**src/rtl/spns_pkg.sv**
```systemverilog
// shared types and constants for the strict priority scheduler
`timescale 1ns / 1ps
package spns_pkg;

  localparam int LEVELS   = 4;
  localparam int LVL_W    = 2;
  localparam int ID_W     = 8;
  localparam int PRIO_W   = 3;
  localparam int LEN_W    = 12;
  localparam int TIME_W   = 16;

  localparam logic [TIME_W-1:0] CUTOFF_RESET = 16'd100;
  localparam logic [TIME_W-1:0] TIME_MAX     = 16'hFFFF;

  // word kinds on the input channel
  localparam logic KIND_ARRIVAL = 1'b0;
  localparam logic KIND_TICK    = 1'b1;

  // outcome of the level search
  typedef struct packed {
    logic             found;
    logic [LVL_W-1:0] lvl;
  } pick_t;

endpackage

```
**src/rtl/spns_ram.sv**
```systemverilog
// generic single write port ram with registered read
`timescale 1ns / 1ps
module spns_ram #(
  parameter int WIDTH = 20,
  parameter int DEPTH = 64
) (
  input  logic                     clk,
  input  logic                     we,
  input  logic [$clog2(DEPTH)-1:0] waddr,
  input  logic [WIDTH-1:0]         wdata,
  input  logic                     re,
  input  logic [$clog2(DEPTH)-1:0] raddr,
  output logic [WIDTH-1:0]         rdata
);

  logic [WIDTH-1:0] mem [DEPTH];

  always_ff @(posedge clk) begin
    if (we) begin
      mem[waddr] <= wdata;
    end
    if (re) begin
      rdata <= mem[raddr];
    end
  end

endmodule

```
**src/rtl/spns_pick.sv**
```systemverilog
// fixed priority search over the non-empty levels, lowest index wins
`timescale 1ns / 1ps
module spns_pick (
  input  logic [spns_pkg::LEVELS-1:0] nonempty,
  output spns_pkg::pick_t             pick
);
  import spns_pkg::*;

  always_comb begin
    pick = '0;
    for (int i = LEVELS - 1; i >= 0; i--) begin
      if (nonempty[i]) begin
        pick.found = 1'b1;
        pick.lvl   = LVL_W'(i);
      end
    end
  end

endmodule

```
**src/rtl/strict_priority_nonpreemptive_scheduler_unit.sv**
```systemverilog
// top level of the four level strict priority non-preemptive scheduler
`timescale 1ns / 1ps
// Usage:
//   input channel (in_valid / in_stall) carries one word per job arrival
//   (in_kind = 0, with id, priority 1..4 and run length) or per time tick
//   (in_kind = 1). every input word gives exactly one result word on the
//   out channel (out_valid / out_stall), in order.
//   cfg_we / cfg_wdata set the start cutoff; write it only while idle.
// Timing:
//   a result word passes the input register, the decision register and the
//   output register in turn. one word per clock is sustained while out_stall
//   is low: the level search and queue bookkeeping sit in the one decision
//   stage, and the queue ram read is bypassed into the decision and output stages.
// Reset (rst_n low, synchronous):
//   queues empty, no job running, time 0, cutoff 100, pipeline empty.
//   queue storage is not cleared; only written slots are ever read.
// Stall:
//   out_stall with out_valid high freezes the decision and output stages, the ram read data
//   and a full input register; in_stall rises once the input register is occupied behind a stalled result.
module strict_priority_nonpreemptive_scheduler_unit #(
  parameter int QUEUE_DEPTH = 16
) (
  input  logic                            clk,
  input  logic                            rst_n,
  // input channel
  input  logic                            in_valid,
  output logic                            in_stall,
  input  logic                            in_kind,
  input  logic [spns_pkg::ID_W-1:0]       in_job_id,
  input  logic [spns_pkg::PRIO_W-1:0]     in_priority_level,
  input  logic [spns_pkg::LEN_W-1:0]      in_run_length,
  // result channel
  output logic                            out_valid,
  input  logic                            out_stall,
  output logic                            out_refused,
  output logic                            out_busy_res,
  output logic [spns_pkg::ID_W-1:0]       out_running_job,
  output logic [spns_pkg::PRIO_W-1:0]     out_running_level,
  output logic                            out_finished,
  output logic [spns_pkg::TIME_W-1:0]     out_began_at,
  output logic [spns_pkg::TIME_W-1:0]     out_tick_time,
  output logic                            out_closed,
  // configuration
  input  logic                            cfg_we,
  input  logic [spns_pkg::TIME_W-1:0]     cfg_wdata
);
  import spns_pkg::*;

  localparam int HW        = (QUEUE_DEPTH > 1) ? $clog2(QUEUE_DEPTH) : 1;
  localparam int CW        = $clog2(QUEUE_DEPTH + 1);
  localparam int SW        = CW + 1;
  localparam int DEPTH_TOT = LEVELS * QUEUE_DEPTH;
  localparam int AW        = $clog2(DEPTH_TOT);
  localparam int RW        = ID_W + LEN_W;

  // result word as it travels through the decision and output stages
  typedef struct packed {
    logic              refused;
    logic              busy;
    logic [ID_W-1:0]   job;
    logic [PRIO_W-1:0] lvl;
    logic              fin;
    logic [TIME_W-1:0] began;
    logic [TIME_W-1:0] tick;
    logic              closed;
  } res_t;

  // pipeline control
  logic adv;
  logic a_vld_r, a_vld_nxt;
  logic b_vld_r, b_vld_nxt;
  logic o_vld_r, o_vld_nxt;
  logic b_pop_r, b_pop_nxt;

  // input register payload
  logic              a_kind_r;
  logic [ID_W-1:0]   a_id_r;
  logic [PRIO_W-1:0] a_prio_r;
  logic [LEN_W-1:0]  a_len_r;

  res_t b_res_r, b_res_nxt;
  res_t o_res_r, o_res_nxt;

  // scheduler state
  logic [TIME_W-1:0] cutoff_r, cutoff_nxt;
  logic [HW-1:0]     heads_r  [LEVELS];
  logic [HW-1:0]     heads_nxt[LEVELS];
  logic [CW-1:0]     counts_r [LEVELS];
  logic [CW-1:0]     counts_nxt[LEVELS];
  logic              act_vld_r, act_vld_nxt;
  logic [ID_W-1:0]   act_id_r, act_id_nxt;
  logic [LVL_W-1:0]  act_lvl_r, act_lvl_nxt;
  logic [LEN_W-1:0]  act_len_r, act_len_nxt;
  logic [LEN_W-1:0]  act_done_r, act_done_nxt;
  logic [TIME_W-1:0] act_start_r, act_start_nxt;
  logic [TIME_W-1:0] now_r, now_nxt;
  logic              halted_r, halted_nxt;

  // queue ram
  logic          ram_we, ram_re;
  logic [AW-1:0] ram_waddr, ram_raddr;
  logic [RW-1:0] ram_wdata, ram_rdata;
  logic [ID_W-1:0]  rd_id;
  logic [LEN_W-1:0] rd_len;

  // level search
  logic [LEVELS-1:0] nonempty;
  pick_t             pick;

  // effective running job, with the pending ram read folded in
  logic              rd_fin;
  logic              eff_vld;
  logic [ID_W-1:0]   eff_id;
  logic [LEN_W-1:0]  eff_len;

  logic we_c, re_c;

  assign rd_id  = ram_rdata[RW-1 -: ID_W];
  assign rd_len = ram_rdata[LEN_W-1:0];

  // a job popped last step finishes at once when its length is at most one
  assign rd_fin  = (rd_len <= LEN_W'(1));
  assign eff_vld = act_vld_r && !(b_pop_r && rd_fin);
  assign eff_id  = b_pop_r ? rd_id  : act_id_r;
  assign eff_len = b_pop_r ? rd_len : act_len_r;

  // whole pipeline moves when the output register is free or being taken
  assign adv      = !o_vld_r || !out_stall;
  assign in_stall = a_vld_r && !adv;

  always_comb begin
    for (int i = 0; i < LEVELS; i++) begin
      nonempty[i] = (counts_r[i] != '0);
    end
  end

  spns_pick u_pick (
    .nonempty (nonempty),
    .pick     (pick)
  );

  spns_ram #(
    .WIDTH (RW),
    .DEPTH (DEPTH_TOT)
  ) u_ram (
    .clk   (clk),
    .we    (ram_we),
    .waddr (ram_waddr),
    .wdata (ram_wdata),
    .re    (ram_re),
    .raddr (ram_raddr),
    .rdata (ram_rdata)
  );

  assign ram_we = we_c && adv;
  assign ram_re = re_c && adv;

  // decision stage
  always_comb begin
    logic [LVL_W-1:0]  arr_lvl;
    logic              prio_ok;
    logic [CW-1:0]     cnt;
    logic [SW-1:0]     slot_sum;
    logic [HW-1:0]     slot;
    logic [HW:0]       head_inc;
    logic [LEN_W-1:0]  done_n;
    logic              bump;

    arr_lvl  = LVL_W'(a_prio_r - PRIO_W'(1));
    prio_ok  = (a_prio_r >= PRIO_W'(1)) && (a_prio_r <= PRIO_W'(LEVELS));
    cnt      = counts_r[arr_lvl];
    slot_sum = SW'(heads_r[arr_lvl]) + SW'(cnt);
    if (slot_sum >= SW'(QUEUE_DEPTH)) begin
      slot_sum = slot_sum - SW'(QUEUE_DEPTH);
    end
    slot     = slot_sum[HW-1:0];
    head_inc = (HW+1)'(heads_r[pick.lvl]) + (HW+1)'(1);
    if (head_inc >= (HW+1)'(QUEUE_DEPTH)) begin
      head_inc = '0;
    end
    done_n   = act_done_r + LEN_W'(1);
    bump     = 1'b0;

    heads_nxt     = heads_r;
    counts_nxt    = counts_r;
    act_vld_nxt   = eff_vld;
    act_id_nxt    = eff_id;
    act_len_nxt   = eff_len;
    act_lvl_nxt   = act_lvl_r;
    act_done_nxt  = act_done_r;
    act_start_nxt = act_start_r;
    now_nxt       = now_r;
    halted_nxt    = halted_r;
    b_pop_nxt     = 1'b0;
    we_c          = 1'b0;
    re_c          = 1'b0;
    ram_waddr     = AW'(arr_lvl) * AW'(QUEUE_DEPTH) + AW'(slot);
    ram_wdata     = {a_id_r, a_len_r};
    ram_raddr     = AW'(pick.lvl) * AW'(QUEUE_DEPTH) + AW'(heads_r[pick.lvl]);

    b_res_nxt        = '0;
    b_res_nxt.tick   = now_r;
    b_res_nxt.closed = halted_r;

    if (a_vld_r) begin
      if (a_kind_r == KIND_ARRIVAL) begin
        if (!halted_r && prio_ok && (cnt < CW'(QUEUE_DEPTH))) begin
          we_c                = 1'b1;
          counts_nxt[arr_lvl] = cnt + CW'(1);
        end else begin
          b_res_nxt.refused = 1'b1;
        end
      end else if (halted_r) begin
        b_res_nxt.closed = 1'b1;
      end else if (!eff_vld) begin
        if (now_r >= cutoff_r) begin
          // idle at or past the cutoff: close and drop everything waiting
          halted_nxt       = 1'b1;
          b_res_nxt.closed = 1'b1;
          for (int i = 0; i < LEVELS; i++) begin
            heads_nxt[i]  = '0;
            counts_nxt[i] = '0;
          end
        end else if (pick.found) begin
          // start the head of the best level; id and length arrive next cycle
          re_c                 = 1'b1;
          heads_nxt[pick.lvl]  = head_inc[HW-1:0];
          counts_nxt[pick.lvl] = counts_r[pick.lvl] - CW'(1);
          act_vld_nxt          = 1'b1;
          act_lvl_nxt          = pick.lvl;
          act_done_nxt         = LEN_W'(1);
          act_start_nxt        = now_r;
          b_pop_nxt            = 1'b1;
          b_res_nxt.busy       = 1'b1;
          b_res_nxt.lvl        = PRIO_W'(pick.lvl) + PRIO_W'(1);
          b_res_nxt.began      = now_r;
          bump                 = 1'b1;
        end else begin
          bump = 1'b1;
        end
      end else begin
        // running job counts one quantum
        act_done_nxt    = done_n;
        b_res_nxt.busy  = 1'b1;
        b_res_nxt.job   = eff_id;
        b_res_nxt.lvl   = PRIO_W'(act_lvl_r) + PRIO_W'(1);
        b_res_nxt.began = act_start_r;
        if (done_n >= eff_len) begin
          b_res_nxt.fin = 1'b1;
          act_vld_nxt   = 1'b0;
        end
        bump = 1'b1;
      end
      if (bump && (now_r != TIME_MAX)) begin
        now_nxt = now_r + TIME_W'(1);
      end
    end
  end

  // output stage picks up the ram read for a freshly started job
  always_comb begin
    o_res_nxt = b_res_r;
    if (b_pop_r) begin
      o_res_nxt.job = rd_id;
      o_res_nxt.fin = rd_fin;
    end
  end

  always_comb begin
    cutoff_nxt = cfg_we ? cfg_wdata : cutoff_r;
    o_vld_nxt  = adv ? b_vld_r : o_vld_r;
    b_vld_nxt  = adv ? a_vld_r : b_vld_r;
    if (in_valid && !in_stall) begin
      a_vld_nxt = 1'b1;
    end else begin
      a_vld_nxt = adv ? 1'b0 : a_vld_r;
    end
  end

  // control and scheduler state
  always_ff @(posedge clk) begin
    if (!rst_n) begin
      a_vld_r     <= 1'b0;
      b_vld_r     <= 1'b0;
      o_vld_r     <= 1'b0;
      b_pop_r     <= 1'b0;
      cutoff_r    <= CUTOFF_RESET;
      act_vld_r   <= 1'b0;
      act_id_r    <= '0;
      act_lvl_r   <= '0;
      act_len_r   <= '0;
      act_done_r  <= '0;
      act_start_r <= '0;
      now_r       <= '0;
      halted_r    <= 1'b0;
      for (int i = 0; i < LEVELS; i++) begin
        heads_r[i]  <= '0;
        counts_r[i] <= '0;
      end
    end else begin
      a_vld_r  <= a_vld_nxt;
      b_vld_r  <= b_vld_nxt;
      o_vld_r  <= o_vld_nxt;
      cutoff_r <= cutoff_nxt;
      if (adv) begin
        b_pop_r     <= b_pop_nxt;
        act_vld_r   <= act_vld_nxt;
        act_id_r    <= act_id_nxt;
        act_lvl_r   <= act_lvl_nxt;
        act_len_r   <= act_len_nxt;
        act_done_r  <= act_done_nxt;
        act_start_r <= act_start_nxt;
        now_r       <= now_nxt;
        halted_r    <= halted_nxt;
        heads_r     <= heads_nxt;
        counts_r    <= counts_nxt;
      end
    end
  end

  // payload registers
  always_ff @(posedge clk) begin
    if (in_valid && !in_stall) begin
      a_kind_r <= in_kind;
      a_id_r   <= in_job_id;
      a_prio_r <= in_priority_level;
      a_len_r  <= in_run_length;
    end
    if (adv) begin
      b_res_r <= b_res_nxt;
      o_res_r <= o_res_nxt;
    end
  end

  assign out_valid         = o_vld_r;
  assign out_refused       = o_res_r.refused;
  assign out_busy_res      = o_res_r.busy;
  assign out_running_job   = o_res_r.job;
  assign out_running_level = o_res_r.lvl;
  assign out_finished      = o_res_r.fin;
  assign out_began_at      = o_res_r.began;
  assign out_tick_time     = o_res_r.tick;
  assign out_closed        = o_res_r.closed;

endmodule

```
**config.mk**
```make
export PLATFORM = sky130hd
export DESIGN_NAME = strict_priority_nonpreemptive_scheduler_unit
export DESIGN_NICKNAME = d
export VERILOG_FILES = /design/src/rtl/spns_pkg.sv /design/src/rtl/spns_ram.sv /design/src/rtl/spns_pick.sv /design/src/rtl/strict_priority_nonpreemptive_scheduler_unit.sv
export SDC_FILE = /design/constraint.sdc
export NUM_CORES = 2
export LEC_CHECK = 0
export BUFFER_PORTS_ARGS = -buffer_cell sky130_fd_sc_hd__clkbuf_2
export CAP_MARGIN = 20
export CELL_PAD_IN_SITES_DETAIL_PLACEMENT = 0
export CELL_PAD_IN_SITES_GLOBAL_PLACEMENT = 1
export CORE_AREA = 2 2 343 345
export DETAILED_ROUTE_END_ITERATION = 8
export DIE_AREA = 0 0 345 347
export MAX_ROUTING_LAYER = met4
export PLACE_DENSITY_LB_ADDON = 0.1
export SLEW_MARGIN = 20
export SYNTH_ARGS = -nofsm -noshare
export SYNTH_HDL_FRONTEND = slang
export SYNTH_SLANG_ARGS = --single-unit
```
**constraint.sdc**
```tcl
create_clock -name clk -period 9.5 [get_ports clk]
set_clock_uncertainty 0.05 [all_clocks]
set_input_delay 0 -clock clk [delete_from_list [all_inputs] [get_ports clk]]
set_output_delay 0 -clock clk [all_outputs]
set_load 0.01 [all_outputs]
```
== Word level (Yosys, flattened, before mapping) ==
Memories as Yosys holds them, arrays and structs flattened. A register that Yosys moved wholly into a read port is not among the register bits.
Cells that the tools add are included.
Cells by class
  add/subtract/negate cells: 12
  multipliers: 0
  div/mod/pow operators: 0
  order comparisons: 12
  eq/ne operators: 5
  shift-type cells: 0
  mux-type cells: 79
  bitwise operators: 7
  reductions and logical operators: 35
Operator list (count)
  $mux W20: 6
  $mux W16: 5
  $mux W12: 4
  $bwmux W20: 2
  $mux W1: 32
  $mux W5: 6
  $mux W4: 7
  $mux W3: 7
  $bmux W5 S2: 2
  $demux W5 S2: 2
  $reduce_bool A5 Y1: 4
  $reduce_and A6 Y1: 3
  $add A16 B1 Y16 const B: 1
  $bmux W4 S2: 2
  $bwmux W16: 1
  $ge A16 B16 Y1: 1
  $mux W8: 2
  $ne A16 B16 Y1 const B: 1
  $add A12 B1 Y12 const B: 1
  $add A6 B4 Y6: 2
  $ge A12 B12 Y1: 1
  $le A12 B1 Y1 const B: 1
  $logic_and A1 B1 Y1: 12
  $demux W4 S2: 1
  26 further kinds: 44
Word-level totals
  flip-flop bits (word level): 242
  bits in latches: 0
  memory bits (writable): 1280
  bits in read-only memories: 0
  input bits: 45
  output and inout bits: 49
  logic and storage cells: 192
  memories: 1
Memory list
  u_ram.mem: words 64, width 20, rd ports 1, clocked after memory_dff 1, wr ports 1, RTL line spns_ram.sv:16  | logic [WIDTH-1:0] mem [DEPTH];

== Longest topological paths before layout ==
  depth in word-level cells: 16
  mapped depth: 18
  mapped depth without buffers: 13

== Cells and area by module ==
Synthesis repeated with hierarchy kept, for this count alone.
Second synthesis, totals
  cell total of the unflattened synthesis: 3210
  area, all modules: 60873.4 um2
By module, submodules not included
  spns_ram: times used 1, cells an instance 2223, area each 49752.7 um2, seq. area each 39037.4 um2
  strict_priority_nonpreemptive_scheduler_unit: times used 1, cells an instance 980, area each 11085.6 um2, seq. area each 6025.8 um2
  spns_pick: times used 1, cells an instance 7, area each 35.0 um2, seq. area each 0.0 um2

== Worst setup path before layout ==
Ideal clock, no wire load.
  kind: register to register
  start: register a_prio_r[0]
  end: memory u_ram.mem[56][0], enable pin
  library setup time: 397 ps
  arrival: 4155 ps
  required time: 9053 ps
  path slack: 4898 ps
  cell stages (with the launch flop): 13
  path buffers: 2
  period minus slack after synthesis: 4602 ps
  path through: edfxtp_1 > buf_1 > inv_1 > ha_1 > buf_1 > mux4_2 > ha_1 > a21o_1 > a21oi_1 > xnor2_1 > xor2_1 > nand2_1 > nor2_1
Between the ends
  longest elaborated chain between the ends: 13
  elaborated cells on any way between the ends: 25
  classes of those cells: 4 x add/sub; 4 x order compare; 12 x mux; 1 x bitwise; 4 x reduce/logical
Ends and longest elaborated chain
  from (decl): RTL line strict_priority_nonpreemptive_scheduler_unit.sv:78  | logic [PRIO_W-1:0] a_prio_r;
  from (signal assigned): RTL line strict_priority_nonpreemptive_scheduler_unit.sv:326  | a_prio_r <= in_priority_level;
  branches (longest 13 deep; another with $add A4 B5 Y6)
  to (decl): RTL line spns_ram.sv:16
Several ways; the timed one is not identified. The select of a mux whose other input is x is not followed.

== Worst setup path in the final report ==
  start: register counts_r[16] in the netlist's numbering
  end: register u_ram.rdata[18] (read register of u_ram.mem), data pin
Between the ends
  longest elaborated chain between the ends: 9
  elaborated cells on any way between the ends: 14
  classes of those cells: 1 x add/sub; 10 x mux; 1 x bitwise; 2 x reduce/logical
Ends and longest elaborated chain
  from (decl): RTL line strict_priority_nonpreemptive_scheduler_unit.sv:88  | logic [CW-1:0] counts_r [LEVELS];
  from (signal assigned): RTL line strict_priority_nonpreemptive_scheduler_unit.sv:316  | counts_r <= counts_nxt;
  $reduce_bool A5 Y1 (*): RTL line strict_priority_nonpreemptive_scheduler_unit.sv:133  | nonempty[i] = (counts_r[i] != '0);
  $mux W3 (*): RTL line spns_pick.sv:12  | if (nonempty[i]) begin
  branches (longest 7 deep; another with $add A6 B4 Y6)
  to (decl): RTL line spns_ram.sv:13  | output logic [WIDTH-1:0] rdata
Every way passes the cells marked *. The select of a mux whose other input is x is not followed.
A chain may end at the register's enable or synchronous reset.

==> flow_metrics.tcl <==
set metrics [dict create \
    status "finished, final reports clean" \
    synth_commonest_cells "1418 x edfxtp_1, 486 x o211ai_1, 363 x nand2_1" \
    antenna_found_initial 9 \
    initial_core_util_pct 54.73 \
    synth.area.top_cells "edfxtp_1 67%, o211ai_1 5.8%, dfxtp_1 3.9%" \
    drt_wl_total_um 173000 \
    clk_path_buf_depth 3 \
    max-vdd-ir-drop_uv 273.7 \
    vias_per_cell 6.288 \
    hpwlAfterDp_um 94460 \
    grt_max_degree 181 \
    hold_ws_ns 0.3196 \
    rsz0062_at_grt "false" \
    place_congestion 0.9093 \
    cts.sinks 1542 \
    max_slew.worst_pin.slew_ns 1.125 \
    cp_top_family "simple AND/OR/NAND/NOR gates" \
    drt.antenna.violating_nets 0 \
    worst_slack_ns 2.601 \
    rr_endpoint "u_ram.rdata[18]" \
    whs_endpoint "a_kind_r" \
    syn_area_per_cell_sq_um 14.57 \
    hold_viol_final 0 \
    reg2reg_depth 13 \
    yosysMostFrequentCell "edfxtp_1" \
    ys_warn_count 0 \
    tns_ns 0 \
    clock.fmax_ghz 0.1449 \
    drc 0 \
    track_usage_pct 29.58 \
    pre_cts_ws_ns 2.639 \
    row_count 125 \
    layout_worst_path_cycle_share_pct 72.63 \
    maxSlewHeadroom_pct 24.77 \
    synthArstFlopShare_pct 0 \
    grt_pass1_vias 37208 \
    critical_path_arrival_ns 7.32 \
    synth_top_area_share_pct 67.22 \
    worstPathMaxFanout 180 \
    dr.pass1.iters 6 \
    cts_root_buf "clkbuf_16" \
    period_needed_ns 6.899 \
    maxCapViolCount 0 \
    drive_gt1_share_pct 12.97 \
    start_kind "register" \
    ios 94 \
    critical_path.cell_chain "or4_4 -> nor4_4 -> nor2b_1 -> inv_4 -> mux2_8 -> o21ai_4 -> inv_8 -> buf_12 -> mux2_1 -> o211ai_1 -> nand4_1 -> a22oi_1 -> o221ai_1" \
    final_cell_count_no_fill 6132 \
    synth_area_leader_cell "edfxtp_1" \
    power.density_nw_per_um2 246.7 \
    crit_buf_inv 3 \
    core_sq_um 115700 \
    die_y_um 347 \
    syn_nets 4440 \
    route.detailed.wl_per_inst_um 28.21 \
    whs_path_depth 3 \
    synth_edf_count 1418 \
    required_ns 9.92 \
    vias 38560 \
    ys_ff_latch 1542 \
    clk_pin_slew_ns 0.06 \
    synth-main-ff-cell "edfxtp_1" \
    grt_pass1_wl_um 253400 \
    fin_nets 4567 \
    die_w_um 345 \
    cpMaxStageDelayCell "nor2b_1" \
    post-route-cell-area_sq_um 71630 \
    syn_to_final_growth_pct 13.08 \
    syn_inst 4348 \
    slew_violations 0 \
    critPathKind "reg2reg" \
    rrSetupSlack_ns 2.60 \
    setup_violations 0 \
    cts_made_buffers 159 \
    dpl_cell_area_sq_um 65620 \
    r2r-start "counts_r[16]" \
    min_path_type "in2reg" \
    cts_max_level 4 \
    synth.distinct_cells 66 \
    insertion_delay_ns 0.77 \
    placed_cells 5734 \
    worstHoldStart "in_valid" \
    cts_tree "built" \
    design.die.area_sq_um 119700 \
    ys_seq_area_share_pct 71.14 \
    fill_cells 8707 \
    io_buffers 93 \
    crit_path_max_incr_delay_ns 0.82 \
    p_leak_uw 0.02356 \
    drt_iter0_markers 4469 \
    worst_setup_path_end_kind "register" \
    grt-ovfl-total 0 \
    synth_area_sq_um 63340 \
]
-- timing repair --
| item | in CTS | in global routing |
|---|---|---|
| buffers inserted | 0 | 0 |
| hold buffers | 104 | 0 |
| resized for setup | 0 | 0 |
| endpoints found under the hold margin | 80 | 0 |
-- layer usage --
metal  GRT usage (%)  routed length [um]  vias to the layer above
met5               -                   0                        -
met3           4.864               13690                      303
met1           41.15               73980                    19437
li1                -                   -                    17204
met4           9.667                5100                        0
met2           44.87               80190                     1616
-- flip-flops by register name, summed over array words and instances (netlist names), 20 cells and up --
register / cells
b_res_r: 47
counts_r: 20
u_ram.mem: 1280
u_ram.rdata: 20
-- metrics by stage --
step                utilization [%]  power, uW
floorplan                         -      10460
global placement              56.68      11710
detailed placement            56.70      11730
CTS                           61.87      17700
global route                  61.89      18270
finish                        61.89      17670
-- layout make-up --
type	instances	area (sq um)	area share (%)
antenna	5	12.51	0.01747
inverter	209	803.3	1.121
timing repair buffer	278	2190	3.057
clock buffer	220	4323	6.035
tap	1524	1907	2.662
sequential	1542	45060	62.91
multi-input combinational	2285	16700	23.32
clock inverter	69	625.6	0.8734
-- worst max path at each step --
stage                                   to  slack [ns]  depth (start not counted)          from
after global routing       u_ram.rdata[18]        2.32                         13  counts_r[16]
after detailed placement   u_ram.rdata[18]        2.64                         13  counts_r[16]
after global placement     u_ram.rdata[18]        2.73                         13  counts_r[16]
after floorplan           u_ram.mem[56][0]        4.90                         12   a_prio_r[0]
final                      u_ram.rdata[18]        2.60                         13  counts_r[16]
after CTS                  u_ram.rdata[18]        2.63                         13  counts_r[16]
-- cell families (layout without fill, tap and decap cells) --
group	count (synthesis)	after routing	share of synthesized area, %
AOI/OAI and AO/OA	1028	1028	11.79
xor gates and xnor gates	25	25	0.3457
adders and majority gates	47	47	0.9402
buffers and inverters	521	776	3.360
DFF	1542	1542	71.14
muxes	369	369	6.382
other	0	5	0
and+or+nand+nor	816	816	6.037
-- worst register-to-register path: cells and delay by family (launching register included) --
family | cells | cell delay (ns)
AO/OA/AOI/OAI | 4 | 1.41
buffers and inverters | 3 | 1.43
flip-flops | 1 | 0.34
multiplexers | 2 | 1.47
AND/OR/NAND/NOR | 4 | 1.90
-- where the power goes --
part | switching, uW | leakage, uW | internal [uW]
clock | 2590 | 0.00240 | 3410
sequential | 64.2 | 0.0141 | 7500
combinational | 2740 | 0.00710 | 1360
total | 5390 | 0.0236 | 12300
-- layout by cell type (no fill, tap or decap), drive strengths merged, types with 50 or more instances in the layout --
cell         count
a211oi         111
a21oi          132
a31oi           50
buf             81
clkbuf         313
clkinv          51
dfxtp          124
dlygate4sd3    104
edfxtp        1418
inv            215
mux2           186
mux2i          174
nand2          363
nand3           62
nand4           53
nor2           134
nor2b           86
o211ai         486
(Power assumes the default switching activity.)
